**config.mk**
```make
export PLATFORM = sky130hd
export DESIGN_NAME = cru_ctrl
export DESIGN_NICKNAME = d
export VERILOG_FILES = /design/src/hdl/cru_pkg.sv /design/src/hdl/cru_ctrl.sv
export VERILOG_INCLUDE_DIRS = /design/src /design/src/hdl
export SDC_FILE = /design/constraint.sdc
export NUM_CORES = 1
export LEC_CHECK = 0
export BUFFER_PORTS_ARGS = -buffer_cell sky130_fd_sc_hd__buf_2
export CAP_MARGIN = 15
export CORE_AREA = 8 8 45 47
export CTS_BUF_LIST = sky130_fd_sc_hd__clkbuf_4
export DETAILED_ROUTE_END_ITERATION = 7
export DIE_AREA = 0 0 53 55
export GPL_ROUTABILITY_DRIVEN = 0
export MAX_ROUTING_LAYER = met4
export PLACE_DENSITY = 0.5
export SLEW_MARGIN = 30
export SYNTH_ARGS = -nofsm -noshare
export SYNTH_HDL_FRONTEND = slang
export SYNTH_SLANG_ARGS = --single-unit
```
**constraint.sdc**
```tcl
create_clock -name clk -period 1 [get_ports clk]
set_input_delay 0.15 -clock clk [delete_from_list [all_inputs] [get_ports clk]]
set_output_delay 0.15 -clock clk [all_outputs]
set_load 0.03 [all_outputs]
```
**src/hdl/assert_macros.svh**
```systemverilog
// assertion macros shared by the rank/unrank rtl modules
// expects signals named clk and rst_n in the scope where a macro is used
`ifndef ASSERT_MACROS_SVH
`define ASSERT_MACROS_SVH

// same-cycle implication, checked out of reset
`define CRU_ASSERT_IMP(lbl, ante, cons, msg) \
  lbl: assert property (@(posedge clk) disable iff (!rst_n) (ante) |-> (cons)) \
    else $error(msg);

// next-cycle implication, checked out of reset
`define CRU_ASSERT_NXT(lbl, ante, cons, msg) \
  lbl: assert property (@(posedge clk) disable iff (!rst_n) (ante) |=> (cons)) \
    else $error(msg);

`endif

```
**src/hdl/cru_pkg.sv**
```systemverilog
// shared widths, constants and control/status structs for combination rank/unrank
// no dependencies; used by the interfaces, controller, datapath and top level
`default_nettype none

package cru_pkg;

  localparam int PAT_W     = 64;
  localparam int MAX_BITS  = PAT_W;
  localparam int RANK_W    = 61;
  localparam int CNT_W     = 7;
  localparam int ROW_W     = $clog2(MAX_BITS + 1);
  localparam int COL_W     = $clog2(MAX_BITS);
  localparam int MEM_DEPTH = (MAX_BITS + 1) * (2 ** COL_W);
  localparam int ADDR_W    = $clog2(MEM_DEPTH);

  localparam logic [CNT_W-1:0] BIT_COUNT_RST = CNT_W'(MAX_BITS);

  // request codes
  localparam logic CMD_UNRANK = 1'b0;
  localparam logic CMD_RANK   = 1'b1;

  // controller to datapath commands
  typedef struct packed {
    logic fill_rd;
    logic fill_wr;
    logic load;
    logic chk_rd;
    logic chk;
    logic step;
    logic emit;
  } ctl_cmd_t;

  // datapath to controller status
  typedef struct packed {
    logic fill_last;
    logic chk_stop;
    logic step_last;
  } dp_stat_t;

endpackage

`default_nettype wire

```
**src/hdl/cru_ctrl.sv**
```systemverilog
// controller fsm: table fill sequencing, per-transaction walk control, output valid
// depends on cru_pkg (command/status structs) and assert_macros.svh
`default_nettype none
`include "assert_macros.svh"

module cru_ctrl (
  input  logic              clk,
  input  logic              rst_n,
  input  logic              in_valid,
  input  logic              out_ready,
  output logic              in_ready,
  output logic              out_valid,
  output cru_pkg::ctl_cmd_t cmd,
  input  cru_pkg::dp_stat_t stat
);

  typedef enum logic [2:0] {
    ST_FILL_RD,
    ST_FILL_WR,
    ST_IDLE,
    ST_CHK_RD,
    ST_CHK,
    ST_WALK,
    ST_DONE
  } state_t;

  state_t state_r, state_nxt;
  logic   out_valid_r, out_valid_nxt;
  logic   slot_free;
  logic   accept;

  assign in_ready  = (state_r == ST_IDLE);
  assign accept    = in_valid && in_ready;
  assign slot_free = !out_valid_r || out_ready;
  assign out_valid = out_valid_r;

  always_comb begin
    state_nxt = state_r;
    cmd       = '0;
    case (state_r)
      ST_FILL_RD: begin
        cmd.fill_rd = 1'b1;
        state_nxt   = ST_FILL_WR;
      end
      ST_FILL_WR: begin
        cmd.fill_wr = 1'b1;
        state_nxt   = stat.fill_last ? ST_IDLE : ST_FILL_RD;
      end
      ST_IDLE: begin
        if (accept) begin
          cmd.load  = 1'b1;
          state_nxt = ST_CHK_RD;
        end
      end
      ST_CHK_RD: begin
        cmd.chk_rd = 1'b1;
        state_nxt  = ST_CHK;
      end
      ST_CHK: begin
        cmd.chk   = 1'b1;
        state_nxt = stat.chk_stop ? ST_DONE : ST_WALK;
      end
      ST_WALK: begin
        cmd.step = 1'b1;
        if (stat.step_last) begin
          state_nxt = ST_DONE;
        end
      end
      ST_DONE: begin
        if (slot_free) begin
          cmd.emit  = 1'b1;
          state_nxt = ST_IDLE;
        end
      end
      default: begin
        state_nxt = ST_FILL_RD;
      end
    endcase
  end

  assign out_valid_nxt = cmd.emit ? 1'b1 : (out_ready ? 1'b0 : out_valid_r);

  always_ff @(posedge clk) begin
    if (!rst_n) begin
      state_r     <= ST_FILL_RD;
      out_valid_r <= 1'b0;
    end else begin
      state_r     <= state_nxt;
      out_valid_r <= out_valid_nxt;
    end
  end

  `CRU_ASSERT_IMP(a_emit_needs_slot, cmd.emit, !out_valid_r || out_ready, "result overwritten")
  `CRU_ASSERT_NXT(a_one_in_flight, accept, !in_ready, "second transaction taken while busy")
  `CRU_ASSERT_IMP(a_valid_from_done, $rose(out_valid_r), $past(state_r == ST_DONE), "stray valid")

endmodule

`default_nettype wire

```
# Word level (Yosys, flattened, before mapping)
# Cells that the tools add are included.
[classes]
n_reduce_logical = 6
n_eq_ne = 9
muxes = 17
[op_table]
columns = ["operator", "n"]
rows = [
  ["$pmux W3 S7", 1],
  ["$mux W1", 11],
  ["$eq A3 B3 Y1 const B", 3],
  ["$mux W3", 3],
  ["$eq A3 B2 Y1 const B", 2],
  ["$mux W2", 2],
  ["$ne A2 B2 Y1 const B", 2],
  ["$eq A3 B1 Y1 const B", 1],
  ["$logic_not A3 Y1", 1],
  ["$reduce_and A3 Y1", 1],
  ["$ne A2 B1 Y1 const B", 1],
  ["$reduce_bool A2 Y1", 1],
  ["$logic_and A1 B1 Y1", 1],
  ["$logic_not A1 Y1", 1],
  ["$logic_or A1 B1 Y1", 1],
]
[totals]
word_cells = 34
register_bits = 4
out_inout_bits = 9
input_bits = 7

# Depth between registers and ports, before layout
# Gate-level depths: netlist of the first run.
[logic_depth]
ltp_word = 5
ltp_mapped = 4

# Worst setup path after synthesis of the first run
# OpenSTA, ideal clock, no wires.
[synth_timing]
kind = "register to output"
startpoint = "reg state_r[2]"
endpoint = "out cmd[4] in the netlist's numbering"
path_stages_with_launch = 4
slack_ps = -465
t_arrival_ps = 1315
path_cell_list = "dfxtp_1 -> buf_4 -> nor2_1 -> and2_1"
[synth_lines]
columns = ["item", "line_no", "source"]
rows = [
  ["start, declared", "cru_ctrl.sv:27", "state_t state_r, state_nxt;"],
  ["start signal, assigned", "cru_ctrl.sv:88", "state_r <= state_nxt;"],
  ["end, declared", "cru_ctrl.sv:13", "output cru_pkg::ctl_cmd_t cmd,"],
]

==> flow_summary.json, run 1 <==
{
  "run_status": "finished with violations",
  "violations": "setup timing",
  "port_buffers": 15,
  "antenna_found_initial": 0,
  "hold_start": "rst_n",
  "hold_path_class": "input port to flop",
  "async_flop_share": 0,
  "worst_pin_slew_ns": 0.286,
  "grt-ovfl-total": 0,
  "drtPass1Iterations": 3,
  "drt-total-wl_um": 965,
  "hold_violations": 0,
  "fin_cells": 81,
  "layout-drive-gt1-share": 0.754,
  "max-clock-path-buffers": 2,
  "vias": 351,
  "grt_start_max_net_pins": 9,
  "design.core.area_um2": 1380,
  "vdd_ir_drop_max_v": 0.000606,
  "dieHeight_um": 55,
  "post-route-period-util": 1.24,
  "rsz0062_at_grt": "yes",
  "io_pins": 16,
  "rrSetupSlack_ns": -0.16,
  "critPathArrivalTime_ns": 1.09,
  "synth_top_flop_cell": "dfxtp_1",
  "grt_pass1_wl_mm": 1.51,
  "syn_nets": 43,
  "final.min_clock_period_ns": 1.24,
  "path_clk_slew_ns": 0.04,
  "maxCapViolations": 0,
  "syn_inst": 36,
  "htreeDepth": 1,
  "powerDensity_nw_per_um2": 1210,
  "cts_sinks": 4,
  "setup-violations-final": 10,
  "synth.top_cell.area_share": 0.287,
  "dp_hpwl_um": 686,
  "grt_pass1_vias": 370,
  "drc_errors": 0,
  "relSlewSlack": 0.808,
  "grt_usage": 0.0738,
  "p_leak_nw": 0.312,
  "yosysSeqAreaShare": 0.287,
  "die-area_um2": 2920,
  "syn-cell-area_um2": 279,
  "holdWs_ns": 0.147,
  "layout_setup_ws_ns": -0.244,
  "path_max_fanout": 8,
  "synth-edff-count": 0,
  "dr.first_iter.drc_count": 9,
  "crit_required_ns": 0.85,
  "avgViaCountPerCell": 4.33,
  "r2r_start": "state_r[2]",
  "cts_tree": "built",
  "synthTopCellsByArea": "dfxtp_1, buf_4, a21oi_1",
  "synth_warnings": 0,
  "syn_avg_cell_area_um2": 7.75,
  "dp.cells": 72,
  "slew_violations": 0,
  "fp.dieW_um": 53,
  "crit_start": "state_r[2]",
  "synth-seq-cells": 4,
  "core.rowCount": 14,
  "clock_latency_ns": 0.24,
  "crit_type": "flop to output pin",
  "start_util": 0.202,
  "wl_per_cell_um": 11.9,
  "nNetsFinal": 74,
  "cts_buffers": 3,
  "synth_top_cell_by_area": "dfxtp_1",
  "area_delta_synth_final_pct": 143,
  "final_antenna_net_count": 0,
  "synth_commonest_cells": "dfxtp_1, nor2_1, a21oi_1, buf_4, inv_1",
  "antennaDiodeCount": 0,
  "startpoint_type": "flop",
  "clk_root_buffer_cell": "clkbuf_4",
  "synthDistinctLibCells": 20,
  "end_kind": "output pin",
  "fmax_mhz": 804,
  "clock-skew-final_ns": 0.00132
}
==> cell type report <==
| cell class | count | area [um2] |
|---|---|---|
| fill | 130 | 706 |
| clock buffer | 3 | 22.5 |
| multi-input combinational | 25 | 259 |
| inverter | 3 | 11.3 |
| sequential | 4 | 92.6 |
| tap | 16 | 20.0 |
| timing repair buffer | 30 | 273 |
==> registers in the layout (all words and copies together) (netlist names) <==
signal / flops
out_valid: 1
state_r: 3
==> path summary, 6_finish.rpt <==
check / end / depth (start not counted)
max: cmd[5] / 3
min: state_r[0] / 2
max reg2reg: state_r[1] / 5
min reg2reg: state_r[2] / 2
==> where the power goes <==
group	leakage, nW	internal, mW	switching, mW
Clock	0.0138	0.134	0.0700
Combinational	0.263	0.226	0.180
Sequential	0.0353	0.177	0.0315
==> kinds of logic (layout without fill, tap and decap cells) <==
family | after synthesis | in the layout | share of synthesized area
compound gates | 9 | 9 | 0.233
buf+inv | 7 | 36 | 0.139
simple gates | 15 | 15 | 0.305
flops | 4 | 4 | 0.287
mux | 1 | 1 | 0.0359
==> layer usage <==
layer | up-vias | track usage | wire length (um)
li1 | 182 | - | -
met1 | 152 | 0.0790 | 431
met2 | 13 | 0.107 | 432
met3 | 4 | 0.0160 | 68
met4 | 0 | 0.0776 | 32
met5 | - | - | 0
==> through the flow <==
stage	setup TNS [ns]	instance area [um2]	utilization	setup slack, ns	total power [mW]
after detailed placement	-0.438	488	0.353	-0.111	0.509
after floorplan	-0.0661	354	-	-0.0492	0.411
after CTS	-1.87	608	0.439	-0.245	0.788
after global placement	-0.355	488	0.353	-0.0802	0.507
after global routing	-2.36	678	0.490	-0.288	0.869
final	-1.85	678	0.490	-0.244	0.819
==> critical path, cell delays in order (launching register included) <==
cell and delay (ns):
dfxtp_4 0.37, buf_4 0.14, nor3b_4 0.19, buf_6 0.15
==> cells in the final DEF (no fill, tap or decap) <==
cell       netlist  final
a211oi_1         1      1
and3b_2          0      1
nand2b_1         2      1
buf_4            3      8
and2_4           0      1
o2bb2ai_4        0      1
nor2b_4          0      1
nor2_1           4      2
dfxtp_4          0      3
nand2_4          0      1
buf_2            1      7
nand2b_4         0      1
a311oi_1         1      1
mux2i_1          1      1
o211a_1          1      1
inv_1            3      3
nor3_4           0      1
a21oi_1          3      3
buf_12           0      1
nor3b_4          0      2
dfxtp_2          0      1
clkbuf_4         0      3
nor3_2           0      1
o21a_1           2      2
nand3b_1         1      1
nor2_4           0      2
buf_6            0     14
==> timing repair <==
item                                    4_1_cts  5_1_grt
pin swaps                                     6        6
hold buffers                                  0        0
endpoints found under the setup margin       10       11
setup buffers                                 2        5
gates resized for setup                      25       10
(Power assumes the default switching activity.)
==> run 2, diff against run 1 <==
Settings changed: PLACE_DENSITY 0.5 to 0.52.
Clock period 1 ns to 1.1 ns, I/O delays scaled along.
==> run 2 against run 1 <==
The run still ends with setup timing left; hold slack gained 0.046 ns; via count shrank 4.3%; register-to-register slack gained 0.16 ns; critical path depth grew 1; first-iteration DRC count shrank 89%; wire length shrank 8.3%; power shrank 20%; sequential share of layout area grew 2.1 points; die area is the same; sequential power shrank 14%; largest cell class is now multi-input combinational cells; core utilization shrank 8.8 points.
==> flow_summary.json, run 2 (synthesis results as in run 1) <==
{
  "pwr-share-seq": 0.274,
  "power_frac_comb": 0.448,
  "vdd_ir_drop_max_v": 0.000420,
  "avgViaCountPerCell": 4.42,
  "final.min_clock_period_ns": 1.23,
  "fp.dieW_um": 53,
  "fmax_mhz": 812,
  "dp.cells": 68,
  "postLayoutCoreUtil": 0.402,
  "antenna_found_initial": 0,
  "grt_pass1_vias": 299,
  "dp_hpwl_um": 616,
  "worst_pin_slew_ns": 0.273,
  "powerDensity_nw_per_um2": 1170,
  "largest_register_ffs": 3,
  "crit_type": "flop to output pin",
  "nNetsFinal": 69,
  "critPathArrivalTime_ns": 1.07,
  "fin_cells": 76,
  "design.core.area_um2": 1380,
  "cts_sinks": 4,
  "layout-drive-gt1-share": 0.733,
  "final_antenna_net_count": 0,
  "post-route-period-util": 1.12,
  "dieHeight_um": 55,
  "grt_start_max_net_pins": 10,
  "path_max_fanout": 5,
  "wl_per_cell_um": 11.6,
  "dp_slack_ns": 0.0536,
  "die-area_um2": 2920,
  "grt_usage": 0.0624,
  "p_leak_nw": 0.261,
  "run_status": "finished with violations",
  "cts_buffers": 3,
  "layout_setup_ws_ns": -0.131,
  "io_pins": 16,
  "cts_hold_buf": 0,
  "startpoint_type": "flop",
  "vias": 336,
  "final_cell_mix": "buf_4, buf_2, buf_6",
  "slew_violations": 0,
  "hold_violations": 0,
  "end_kind": "output pin",
  "clock_latency_ns": 0.23,
  "maxCapViolations": 0,
  "grt_pass1_wl_mm": 1.29,
  "dr.first_iter.drc_count": 1,
  "final_common_cell": "buf_4",
  "internal-power_uw": 430,
  "rsz0062_at_grt": "yes",
  "clock-skew-final_ns": 0.00102,
  "clk_root_buffer_cell": "clkbuf_4",
  "path_clk_slew_ns": 0.04,
  "p_switching_uw": 222,
  "antennaDiodeCount": 0,
  "drc_errors": 0,
  "swShare": 0.341,
  "drtPass1Iterations": 4,
  "area_delta_synth_final_pct": 99.6,
  "relSlewSlack": 0.817,
  "hold_path_class": "input port to flop",
  "cts_tree": "built",
  "start_util": 0.202,
  "core.rowCount": 14,
  "setup-violations-final": 8,
  "max-clock-path-buffers": 2,
  "htreeDepth": 1,
  "violations": "setup timing",
  "grt-ovfl-total": 0,
  "top_register": "state_r",
  "crit_required_ns": 0.94,
  "totalPowerFinal_uw": 652,
  "drt-total-wl_um": 885,
  "post_dp_cell_area_um2": 398,
  "fin_area_um2": 557,
  "p_clk_frac": 0.278,
  "port_buffers": 15
}
-- run 2: cell count changes in the layout (fill, tap and decap cells not counted), moves of 2 or more --
cell     previous run  this run
dfxtp_4             3         1
dfxtp_2             1         3
buf_4               8        11
buf_6              14         7
-- run 2: repair_timing --
item | 4_1_cts | 5_1_grt
setup buffers | 2 | 3
resized for setup | 21 | 9
pin swaps | 3 | 5
setup endpoints to repair | 8 | 9
-- run 2: final timing paths --
kind | startpoint | to | slack, ns | cells past startpoint
worst min register to register | state_r[1] | out_valid | 0.57 | 2
worst max-delay path | state_r[2] | cmd[0] | -0.13 | 4
worst min-delay path | rst_n | state_r[0] | 0.19 | 2
worst max register to register | state_r[2] | state_r[0] | 0 | 5
-- run 2: power groups by stage --
| stage | Combinational [mW] | Clock [mW] | Sequential [mW] |
|---|---|---|---|
| floorplan | 0.148 | 0 | 0.169 |
| global placement | 0.208 | 0 | 0.172 |
| detailed placement | 0.209 | 0 | 0.172 |
| CTS | 0.260 | 0.191 | 0.178 |
| global route | 0.310 | 0.200 | 0.181 |
| finish | 0.292 | 0.181 | 0.179 |
-- run 2: per-layer routing --
| metal | track usage | wire length [um] | up-vias |
|---|---|---|---|
| li1 | - | - | 171 |
| met1 | 0.0712 | 381 | 154 |
| met3 | 0.0187 | 75 | 0 |
| met4 | 0.0647 | 0 | 0 |
| met2 | 0.0820 | 428 | 11 |
| met5 | - | 0 | - |
-- run 2: worst max-delay path, cell delays in order (launching register included) --
cell,delay [ns]
dfxtp_2,0.33
buf_6,0.12
nand3b_1,0.10
nor2_1,0.11
buf_4,0.17
-- run 2: cell type report --
type	instances	area [um2]
fill	151	827
multi-input combinational	25	219
timing repair buffer	25	196
sequential	4	87.6
clock buffer	3	22.5
tap	16	20.0
inverter	3	11.3
-- run 2: through the flow --
step,hold slack (ns),setup TNS (ns)
after floorplan,0.298,-0.508
after global placement,0.415,0
after detailed placement,0.421,0
after CTS,0.171,-0.836
after global routing,0.195,-1.24
final,0.193,-0.776
==> run 3, diff against run 2 <==
Settings changed: SETUP_SLACK_MARGIN from default to 0.3.
==> run 3 against run 2 <==
The flow still finishes with violations (setup timing); global-route usage grew 1.6 points; sequential share of layout area shrank 1.3 points; worst setup slack lost 0.0042 ns; via count grew 7.1%; design area grew 18%; clock-buffer cell count grew 1; wire length grew 6.2%; maximum frequency shrank 0.34%; sequential power grew 4%; critical path type unchanged.
==> flow_summary.json, run 3 (synthesis results as in run 1) <==
{
  "start_util": 0.202,
  "antenna_found_initial": 0,
  "clock-skew-final_ns": 0.00774,
  "avgViaCountPerCell": 4.56,
  "critPathSlowestCell": "dfxtp_4",
  "violations": "setup timing",
  "totalPowerFinal_uw": 753,
  "crit_start": "state_r[1]",
  "nNetsFinal": 71,
  "largest_register_ffs": 3,
  "critPathMaxStageDelay_ns": 0.36,
  "fp.dieW_um": 53,
  "powerDensity_nw_per_um2": 1140,
  "fmax_mhz": 809,
  "cp_cell_sequence": "buf_12 > nor3b_4 > buf_6",
  "dr.first_iter.drc_count": 2,
  "grt_usage": 0.0788,
  "die-area_um2": 2920,
  "dieHeight_um": 55,
  "cts_tree": "built",
  "layout_setup_ws_ns": -0.135,
  "drt-total-wl_um": 940,
  "hold_violations": 0,
  "holdWs_ns": 0.193,
  "final_antenna_net_count": 0,
  "cts_sinks": 4,
  "setup-violations-final": 10,
  "final.min_clock_period_ns": 1.24,
  "hold_path_class": "input port to flop",
  "path_delay_family": "flip-flops",
  "core.rowCount": 14,
  "rsz0062_at_grt": "yes",
  "drc_errors": 0,
  "final_common_cell": "buf_6",
  "vias": 360,
  "p_leak_nw": 0.297,
  "grt_pass1_vias": 384,
  "design.core.area_um2": 1380,
  "clk_root_buffer_cell": "clkbuf_4",
  "post-route-period-util": 1.12,
  "startpoint_type": "flop",
  "drtPass1Iterations": 3,
  "hold_start": "rst_n",
  "slew_violations": 0,
  "io_pins": 16,
  "vdd_ir_drop_max_v": 0.000442,
  "worst_pin_slew_ns": 0.252,
  "path_clk_slew_ns": 0.04,
  "area_delta_synth_final_pct": 136,
  "run_status": "finished with violations",
  "antennaDiodeCount": 0,
  "cts_hold_buf": 0,
  "grt-ovfl-total": 0,
  "end_kind": "output pin",
  "dp_hpwl_um": 629,
  "cts_buffers": 3,
  "relSlewSlack": 0.831,
  "grt_start_max_net_pins": 8,
  "htreeDepth": 1,
  "layout-drive-gt1-share": 0.778,
  "top_register": "state_r",
  "maxCapViolations": 0,
  "final_cell_mix": "buf_6, buf_4, buf_2",
  "cp_num_buf_inv": 2,
  "port_buffers": 15,
  "r2r_start": "state_r[2]",
  "fillers": 138,
  "max-clock-path-buffers": 2,
  "crit_required_ns": 0.94,
  "wl_per_cell_um": 11.9,
  "critPathArrivalTime_ns": 1.07,
  "grt_pass1_wl_mm": 1.61,
  "setup_tns_ns": -0.856,
  "path_max_fanout": 5,
  "clock_latency_ns": 0.24,
  "crit_type": "flop to output pin"
}
## run 3: area by class of cell
type | count | area [um2] | area share
multi-input cells | 25 | 256 | 0.390
repair buffers | 27 | 245 | 0.373
flip-flops and latches | 4 | 95.1 | 0.144
well taps | 16 | 20.0 | 0.0304
inverters | 3 | 11.3 | 0.0171
clock buffers | 4 | 30.0 | 0.0456
## run 3: final timing paths
| check | cells past startpoint | slack (ns) | endpoint |
|---|---|---|---|
| max | 3 | -0.14 | cmd[5] |
| min | 2 | 0.19 | state_r[0] |
| max reg2reg | 5 | -0.06 | state_r[1] |
| min reg2reg | 3 | 0.61 | out_valid |
## run 3: worst reg2reg max path: cells and delay by family, from the launching register on
| family | cells | cell delay (ns) |
|---|---|---|
| buf+inv | 2 | 0.27 |
| simple gates | 1 | 0.15 |
| compound gates | 1 | 0.18 |
| mux | 1 | 0.12 |
| flops | 1 | 0.37 |
## run 3: per-stage QoR
step                 util  setup slack (ns)  instances  instance area, um2
floorplan               -            0.0377         36                 374
detailed placement  0.340           -0.0152         67                 470
CTS                 0.463            -0.143         78                 641
finish              0.476            -0.135         79                 658
global route        0.476            -0.206         79                 658
global placement    0.340            0.0113         67                 470
## run 3: per-layer routing
layer	part of all wire	vias up	track usage
li1	-	178	-
met1	0.35	170	0.0683
met2	0.55	10	0.141
met3	0.084	2	0.0214
met4	0.018	0	0.0647
met5	0	-	-
## run 3: report_power, final
group          leakage [nW]  total (mW)  internal, mW  switching [mW]
clock network        0.0184       0.221         0.161          0.0600
logic                 0.243       0.346         0.186           0.161
registers            0.0356       0.186         0.159          0.0270
## run 3: repair_timing
item | CTS | global route
gates resized for setup | 28 | 4
setup buffers | 7 | 1
endpoints found under the setup margin | 13 | 13
pin swaps | 9 | 5
gates cloned | 0 | 0
